==> config.mk <==
export PLATFORM = sky130hd
export DESIGN_NAME = odd_even_transposition_sorter_top
export DESIGN_NICKNAME = d
export VERILOG_FILES = /design/src/sv/oets_pkg.sv /design/src/sv/oets_ram.sv /design/src/sv/oets_dpath.sv /design/src/sv/oets_ctrl.sv /design/src/sv/odd_even_transposition_sorter_top.sv
export SDC_FILE = /design/constraint.sdc
export NUM_CORES = 2
export LEC_CHECK = 0
export BUFFER_PORTS_ARGS = -buffer_cell sky130_fd_sc_hd__buf_2
export CORE_MARGIN = 2
export CORE_UTILIZATION = 55
export CTS_BUF_LIST = sky130_fd_sc_hd__clkbuf_8
export CTS_CLUSTER_SIZE = 25
export DETAILED_ROUTE_END_ITERATION = 7
export HOLD_SLACK_MARGIN = 0.06
export PLACE_DENSITY = 0.74
export SYNTH_ARGS = -nofsm -noshare
export SYNTH_HDL_FRONTEND = slang
export SYNTH_SLANG_ARGS = --single-unit
==> constraint.sdc <==
create_clock -name i_clk -period 4.25 [get_ports i_clk]
set_input_delay 0.85 -clock i_clk [delete_from_list [all_inputs] [get_ports i_clk]]
set_output_delay 0.85 -clock i_clk [all_outputs]
set_load 0.05 [all_outputs]
==> src/sv/oets_pkg.sv <==
// Shared types and constants of the odd-even transposition sorter.
package oets_pkg;

    // Width of one stored element
    localparam int ELEM_W = 32;

    // Commands from the controller to the datapath
    typedef struct packed {
        logic load_we;    // write the incoming item into the store
        logic rd_en;      // read the store at the read address
        logic sort_rd;    // the read belongs to a sort pass
        logic start_bit;  // low bit of the left position of each pair in this pass
        logic out_load;   // capture read data into the output register
        logic out_final;  // flag for the captured result: last of the batch
        logic out_ovf;    // flag for the captured result: batch overflowed
    } t_dp_cmd;

    // Status from the datapath to the controller
    typedef struct packed {
        logic busy;       // sort pass still has reads in flight or a write pending
    } t_dp_status;

endpackage

==> src/sv/oets_ram.sv <==
// Generic single-write, single-read RAM with registered read data.
module oets_ram #(
    parameter int WIDTH = 32,
    parameter int DEPTH = 64,
    localparam int AW = $clog2(DEPTH)
) (
    input  logic             i_clk,
    input  logic             i_we,
    input  logic [AW-1:0]    i_waddr,
    input  logic [WIDTH-1:0] i_wdata,
    input  logic             i_re,
    input  logic [AW-1:0]    i_raddr,
    output logic [WIDTH-1:0] o_rdata
);

    logic [WIDTH-1:0] r_mem [DEPTH];
    logic [WIDTH-1:0] r_rdata;

    // Write port
    always_ff @(posedge i_clk) begin
        if (i_we) begin
            r_mem[i_waddr] <= i_wdata;
        end
    end

    // Read port, old data on a same-address collision
    always_ff @(posedge i_clk) begin
        if (i_re) begin
            r_rdata <= r_mem[i_raddr];
        end
    end

    assign o_rdata = r_rdata;

endmodule

==> src/sv/oets_dpath.sv <==
// Datapath of the sorter: element store, compare-exchange unit and output register.
module oets_dpath #(
    parameter int MAX_ELEMS = 64,
    localparam int AW = $clog2(MAX_ELEMS)
) (
    input  logic                              i_clk,
    input  logic                              i_rst_n,
    input  oets_pkg::t_dp_cmd                 i_cmd,
    output oets_pkg::t_dp_status              o_status,
    input  logic [AW-1:0]                     i_wr_addr,
    input  logic [AW-1:0]                     i_rd_addr,
    input  logic signed [oets_pkg::ELEM_W-1:0] i_element,
    output logic signed [oets_pkg::ELEM_W-1:0] o_sorted_element,
    output logic                              o_final_result,
    output logic                              o_overflow
);

    logic [oets_pkg::ELEM_W-1:0] w_rd_data;
    logic                        w_we;
    logic [AW-1:0]               w_waddr;
    logic [oets_pkg::ELEM_W-1:0] w_wdata;
    logic                        w_is_left;
    logic                        w_is_right;
    logic                        w_swap;

    logic                        r_arr_v;
    logic [AW-1:0]               r_arr_idx;
    logic [oets_pkg::ELEM_W-1:0] r_hold;
    logic                        r_pend_v;
    logic [AW-1:0]               r_pend_addr;
    logic [oets_pkg::ELEM_W-1:0] r_pend_val;
    logic [oets_pkg::ELEM_W-1:0] r_out_data;
    logic                        r_out_final;
    logic                        r_out_ovf;

    oets_ram #(
        .WIDTH (oets_pkg::ELEM_W),
        .DEPTH (MAX_ELEMS)
    ) u_store (
        .i_clk   (i_clk),
        .i_we    (w_we),
        .i_waddr (w_waddr),
        .i_wdata (w_wdata),
        .i_re    (i_cmd.rd_en),
        .i_raddr (i_rd_addr),
        .o_rdata (w_rd_data)
    );

    // Classify the element arriving from a sort read
    assign w_is_left  = r_arr_v && (r_arr_idx[0] == i_cmd.start_bit);
    assign w_is_right = r_arr_v && (r_arr_idx[0] != i_cmd.start_bit) && (r_arr_idx != '0);
    assign w_swap     = $signed(r_hold) > $signed(w_rd_data);

    // Pick the single write of this cycle: load, pending upper value, or lower value
    always_comb begin
        w_we    = 1'b0;
        w_waddr = i_wr_addr;
        w_wdata = i_element;
        if (i_cmd.load_we) begin
            w_we = 1'b1;
        end else if (r_pend_v) begin
            w_we    = 1'b1;
            w_waddr = r_pend_addr;
            w_wdata = r_pend_val;
        end else if (w_is_right) begin
            w_we    = 1'b1;
            w_waddr = r_arr_idx - AW'(1);
            w_wdata = w_swap ? w_rd_data : r_hold;
        end
    end

    // Track reads in flight and the deferred write of each pair
    always_ff @(posedge i_clk) begin
        if (!i_rst_n) begin
            r_arr_v  <= 1'b0;
            r_pend_v <= 1'b0;
        end else begin
            r_arr_v  <= i_cmd.sort_rd;
            r_pend_v <= w_is_right;
        end
    end

    // Hold pair operands and the upper value of the pair
    always_ff @(posedge i_clk) begin
        r_arr_idx <= i_rd_addr;
        if (w_is_left) begin
            r_hold <= w_rd_data;
        end
        if (w_is_right) begin
            r_pend_addr <= r_arr_idx;
            r_pend_val  <= w_swap ? r_hold : w_rd_data;
        end
    end

    // Capture the next result item
    always_ff @(posedge i_clk) begin
        if (i_cmd.out_load) begin
            r_out_data  <= w_rd_data;
            r_out_final <= i_cmd.out_final;
            r_out_ovf   <= i_cmd.out_ovf;
        end
    end

    assign o_status.busy    = r_arr_v | r_pend_v;
    assign o_sorted_element = r_out_data;
    assign o_final_result   = r_out_final;
    assign o_overflow       = r_out_ovf;

endmodule

==> src/sv/oets_ctrl.sv <==
// Controller of the sorter: load, sort passes and emission sequencing.
module oets_ctrl #(
    parameter int MAX_ELEMS = 64,
    localparam int AW = $clog2(MAX_ELEMS),
    localparam int CW = $clog2(MAX_ELEMS + 1)
) (
    input  logic                 i_clk,
    input  logic                 i_rst_n,
    input  logic                 i_in_valid,
    input  logic                 i_final_element,
    output logic                 o_in_stall,
    output logic                 o_out_valid,
    input  logic                 i_out_stall,
    output oets_pkg::t_dp_cmd    o_cmd,
    input  oets_pkg::t_dp_status i_status,
    output logic [AW-1:0]        o_wr_addr,
    output logic [AW-1:0]        o_rd_addr
);

    typedef enum logic [2:0] {
        S_LOAD,
        S_SORT,
        S_SETTLE,
        S_EMIT_RD,
        S_EMIT_LD,
        S_EMIT_WAIT
    } t_state;

    t_state        r_state;
    logic [CW-1:0] r_count;
    logic [CW-1:0] r_phase;
    logic [CW-1:0] r_idx;
    logic          r_overflow;
    logic          r_out_valid;

    logic          w_in_acc;
    logic          w_has_room;
    logic          w_idx_last;
    logic [CW-1:0] w_phase_nxt;

    assign o_in_stall  = (r_state != S_LOAD);
    assign o_out_valid = r_out_valid;
    assign w_in_acc    = i_in_valid && !o_in_stall;
    assign w_has_room  = r_count < CW'(MAX_ELEMS);
    assign w_idx_last  = r_idx == (r_count - CW'(1));
    assign w_phase_nxt = r_phase + CW'(1);
    assign o_wr_addr   = r_count[AW-1:0];
    assign o_rd_addr   = r_idx[AW-1:0];

    // Decode commands from the current state
    always_comb begin
        o_cmd           = '0;
        o_cmd.start_bit = ~r_phase[0];
        unique case (r_state)
            S_LOAD: begin
                o_cmd.load_we = w_in_acc && w_has_room;
            end
            S_SORT: begin
                o_cmd.rd_en   = 1'b1;
                o_cmd.sort_rd = 1'b1;
            end
            S_EMIT_RD: begin
                o_cmd.rd_en = 1'b1;
            end
            S_EMIT_LD: begin
                o_cmd.out_load  = 1'b1;
                o_cmd.out_final = w_idx_last;
                o_cmd.out_ovf   = r_overflow;
            end
            default: begin
            end
        endcase
    end

    // Advance state, counters and output valid
    always_ff @(posedge i_clk) begin
        if (!i_rst_n) begin
            r_state     <= S_LOAD;
            r_count     <= '0;
            r_phase     <= '0;
            r_idx       <= '0;
            r_overflow  <= 1'b0;
            r_out_valid <= 1'b0;
        end else begin
            unique case (r_state)
                S_LOAD: begin
                    if (w_in_acc) begin
                        if (w_has_room) begin
                            r_count <= r_count + CW'(1);
                        end else begin
                            r_overflow <= 1'b1;
                        end
                        if (i_final_element) begin
                            r_state <= S_SORT;
                        end
                    end
                end
                S_SORT: begin
                    if (w_idx_last) begin
                        r_idx   <= '0;
                        r_state <= S_SETTLE;
                    end else begin
                        r_idx <= r_idx + CW'(1);
                    end
                end
                S_SETTLE: begin
                    if (!i_status.busy) begin
                        if (w_phase_nxt == r_count) begin
                            r_phase <= '0;
                            r_state <= S_EMIT_RD;
                        end else begin
                            r_phase <= w_phase_nxt;
                            r_state <= S_SORT;
                        end
                    end
                end
                S_EMIT_RD: begin
                    r_state <= S_EMIT_LD;
                end
                S_EMIT_LD: begin
                    r_out_valid <= 1'b1;
                    r_state     <= S_EMIT_WAIT;
                end
                S_EMIT_WAIT: begin
                    if (!i_out_stall) begin
                        r_out_valid <= 1'b0;
                        if (w_idx_last) begin
                            r_count    <= '0;
                            r_overflow <= 1'b0;
                            r_idx      <= '0;
                            r_state    <= S_LOAD;
                        end else begin
                            r_idx   <= r_idx + CW'(1);
                            r_state <= S_EMIT_RD;
                        end
                    end
                end
                default: begin
                    r_state <= S_LOAD;
                end
            endcase
        end
    end

endmodule

==> src/sv/odd_even_transposition_sorter_top.sv <==
// Top level of the odd-even transposition sorter.
//
// Input channel (i_in_valid / o_in_stall): one signed element per item, with
// i_final_element marking the last of a batch. Up to MAX_ELEMS elements are
// stored, one per cycle; further elements of the batch are dropped and every
// result of that batch then carries o_overflow.
// After the final item the block runs n compare-exchange passes over the n
// stored elements. Each pass streams the store through one comparator: it
// reads every stored element in turn, then drains until the last read has
// arrived and, when the last position closes a pair, its upper value is
// written; the input stalls meanwhile.
// Output channel (o_out_valid / i_out_stall): n result items in ascending
// signed order, the last one with o_final_result. Each result passes a store
// read, a capture and a handshake that waits while the receiver stalls; a
// stalled result holds its value. After the last result is taken the block
// accepts a new batch.
// Reset (synchronous, active low) empties the batch and clears the flags;
// the store contents are not cleared and need no clearing pass.
module odd_even_transposition_sorter_top #(
    parameter int MAX_ELEMS = 64
) (
    input  logic                              i_clk,
    input  logic                              i_rst_n,
    input  logic                              i_in_valid,
    output logic                              o_in_stall,
    input  logic signed [oets_pkg::ELEM_W-1:0] i_element,
    input  logic                              i_final_element,
    output logic                              o_out_valid,
    input  logic                              i_out_stall,
    output logic signed [oets_pkg::ELEM_W-1:0] o_sorted_element,
    output logic                              o_final_result,
    output logic                              o_overflow
);

    localparam int AW = $clog2(MAX_ELEMS);

    oets_pkg::t_dp_cmd    w_cmd;
    oets_pkg::t_dp_status w_status;
    logic [AW-1:0]        w_wr_addr;
    logic [AW-1:0]        w_rd_addr;

    oets_ctrl #(
        .MAX_ELEMS (MAX_ELEMS)
    ) u_ctrl (
        .i_clk           (i_clk),
        .i_rst_n         (i_rst_n),
        .i_in_valid      (i_in_valid),
        .i_final_element (i_final_element),
        .o_in_stall      (o_in_stall),
        .o_out_valid     (o_out_valid),
        .i_out_stall     (i_out_stall),
        .o_cmd           (w_cmd),
        .i_status        (w_status),
        .o_wr_addr       (w_wr_addr),
        .o_rd_addr       (w_rd_addr)
    );

    oets_dpath #(
        .MAX_ELEMS (MAX_ELEMS)
    ) u_dpath (
        .i_clk            (i_clk),
        .i_rst_n          (i_rst_n),
        .i_cmd            (w_cmd),
        .o_status         (w_status),
        .i_wr_addr        (w_wr_addr),
        .i_rd_addr        (w_rd_addr),
        .i_element        (i_element),
        .o_sorted_element (o_sorted_element),
        .o_final_result   (o_final_result),
        .o_overflow       (o_overflow)
    );

endmodule

==> reports/metrics.cfg <==
[outcome]
status=completed

[sta]
grt_setup_unrepaired=no
fin_hold_ws_ns=0.183
min_period_ns=3.77
setup_viol=0
slew_headroom_pct=25.0
max_clock_freq_mhz=265
hold_violations=0
worst_pin_slew_ns=1.12
skew_ns=0.0884
timing.final.crit_share_pct=88.7
maxSlewViolCount=0

[clock_network]
postCtsSetupRepairBufs=0
cts_hold_buf=0
numCtsBuffers=348
clock-root-buffer=clkbuf_8
htreeDepth=5
cts_resized=0
clk_pin_slew_ns=0.06
clock_sinks=2218
clockBufferDepth=4
clock_latency_ns=1.06
cts_tree=yes

[synth]
yosys-top-cells-area=edfxtp_1 76%, mux4_2 18%, dfxtp_1 0.79%
yosys_most_used_dff=edfxtp_1
synth-async-reset-ratio_pct=0
synth_edf_count=2184
syn_area_sq_um=86400
syn_inst=3717
synth.top_cell.area_share_pct=75.9
synth.distinct_cells=59
synth_area_leader_cell=edfxtp_1
ys_seq_area_share_pct=76.7
ys_ff_latch=2218
avgSynthCellArea_sq_um=23.3
synthesis.nets=3792
ys_top_cells_by_count=2184 x edfxtp_1, 672 x mux4_2, 124 x clkbuf_1
ys_warn_count=0
synth_most_common_cell=edfxtp_1

[placement]
port_buffers=72
dp_cells=5854
post_dp_cell_area_sq_um=91900
post-dp-hpwl_mm=120
gp_congestion=0.850

[pwr]
p_per_area_nw_per_um2=453
peakVddDrop_uv=338
power.total_mw=44.3
leakagePower_nw=29.9

[routing]
avgViaCountPerCell=6.44
firstDrtPassIters=6
drt_iter0_drc=5251
drc=0
ant_nets=0
wl_mm=198
vias=41544
wl_per_cell_um=30.8

[final_layout]
nNetsFinal=4221
design_area_sq_um=97800
postLayoutCoreUtil_pct=62.6
final_cell_count_no_fill=6447
layout-drive-gt1-share_pct=32.8
syn_to_final_growth_pct=13.1

[run]
maxCapViolCount=0

[global_route]
antenna_found_initial=11
grt_use_total_pct=25.0
grt_pass1_wl_mm=290
grt_pass1_vias=42436
grt-ovfl-total=0
grt_max_degree=66

[hold_path]
hold_path.class=input port to flop

[worst_setup_path]
crit_top_cell=buf_4
end_kind=flop
cp_cell_sequence=or3_1 -> o311ai_4 -> inv_2 -> o21ai_4 -> a22o_1 -> and2_1 -> nand2_1 -> buf_4 -> nor2_4 -> buf_4
worstSetupPathType=flop to flop
slowest_delay_ns=0.52
cp.required_ns=4.88
worstPathMaxFanout=17
worstPathArrival_ns=4.40
crit_buf_inv=3
slowest_stage=o311ai_4
startpoint_type=flop
cp_top_family=simple AND/OR/NAND/NOR gates

[floorplan]
die_area_sq_um=160000
core.rowCount=145
core_sq_um=156000
start_util_pct=55.3
boundaryPins=73
die-height_um=400
die_w_um=400

-- area by class of cell --
class	count	area, sq um
diodes	5	12.5
clock buffers	352	4840
clock inverters	236	1070
fillers	10031	58400
inverters	45	169
multi-input cells	1249	19700
flip-flops and latches	2218	66300
well taps	2058	2570
repair buffers	284	3180
-- cells by family after synthesis --
| kind of cell | Yosys count | share of synthesized area (%) |
|---|---|---|
| adder cells (fa/ha/maj) | 38 | 0.550 |
| flip-flops | 2218 | 76.7 |
| AND/OR/NAND/NOR | 249 | 1.37 |
| AO/OA/AOI/OAI | 225 | 1.87 |
| XOR/XNOR | 32 | 0.382 |
| buffers and inverters | 250 | 1.23 |
| multiplexers | 705 | 17.9 |
-- where the power goes --
part	switching [mW]	internal [mW]	leakage [nW]
Clock	7.82	7.89	3.37
Combinational	2.18	1.82	6.62
Sequential	0.138	24.4	19.9
Total	10.1	34.1	29.9
-- worst register-to-register path, delay by kind of cell (launching register included) --
kind	cells	cell delay, ns
AND/OR/NAND/NOR	4	1.15
flip-flops	1	0.35
AO/OA/AOI/OAI	3	1.10
buffers and inverters	3	0.81
-- worst paths after layout --
path | startpoint | end | slack, ns | depth (start not counted)
worst max-delay path | u_dpath.r_arr_idx[3] | u_dpath.u_store.r_mem[52][14] | 0.48 | 10
worst min-delay path | i_rst_n | u_ctrl.o_out_valid | 0.18 | 2
worst max register to register | u_dpath.r_arr_idx[3] | u_dpath.u_store.r_mem[52][14] | 0.48 | 10
worst min register to register | u_dpath.r_arr_idx[4] | u_dpath.r_pend_addr[4] | 0.44 | 0
-- flip-flops by register name (all words and copies together), names as in the netlist --
name / count
u_ctrl.o_out_valid: 1
u_ctrl.r_count: 7
u_ctrl.r_idx: 7
u_ctrl.r_overflow: 1
u_ctrl.r_phase: 7
u_ctrl.r_state: 3
u_dpath.o_final_result: 1
u_dpath.o_overflow: 1
u_dpath.o_sorted_element: 32
u_dpath.r_arr_idx: 6
u_dpath.r_arr_v: 1
u_dpath.r_hold: 32
u_dpath.r_pend_addr: 6
u_dpath.r_pend_v: 1
u_dpath.r_pend_val: 32
u_dpath.u_store.o_rdata: 32
u_dpath.u_store.r_mem: 2048
-- through the flow --
step / setup TNS [ns] / setup slack [ns]
floorplan: -263.02 / -0.140
global placement: 0 / 0.643
detailed placement: 0 / 0.577
CTS: 0 / 0.582
global route: 0 / 0.351
finish: 0 / 0.482
-- routing by layer --
layer / wire length [um] / vias to the layer above / GRT usage [%]
met5: 11 / - / 0
met4: 4410 / 2 / 6.99
met3: 18800 / 330 / 5.42
met2: 99900 / 2277 / 40.8
met1: 75200 / 22054 / 34.5
li1: - / 16881 / -
-- cells in the final DEF, fill, tap and decap left out, drive strengths merged, types with 8 or more instances in the layout --
master    instances
a21oi            35
edfxtp         2184
a22oi            38
clkbuf          352
mux2             31
mux4            672
nor2            102
ha               38
o21ai            17
clkinvlp          8
nand4            41
dfxtp            34
xnor2            20
nand2            41
buf             284
o211ai           65
nand3            14
clkinv          127
nor3             12
inv             142
o21a             35
xor2              9
No activity file was read; power rests on OpenSTA's default activity.
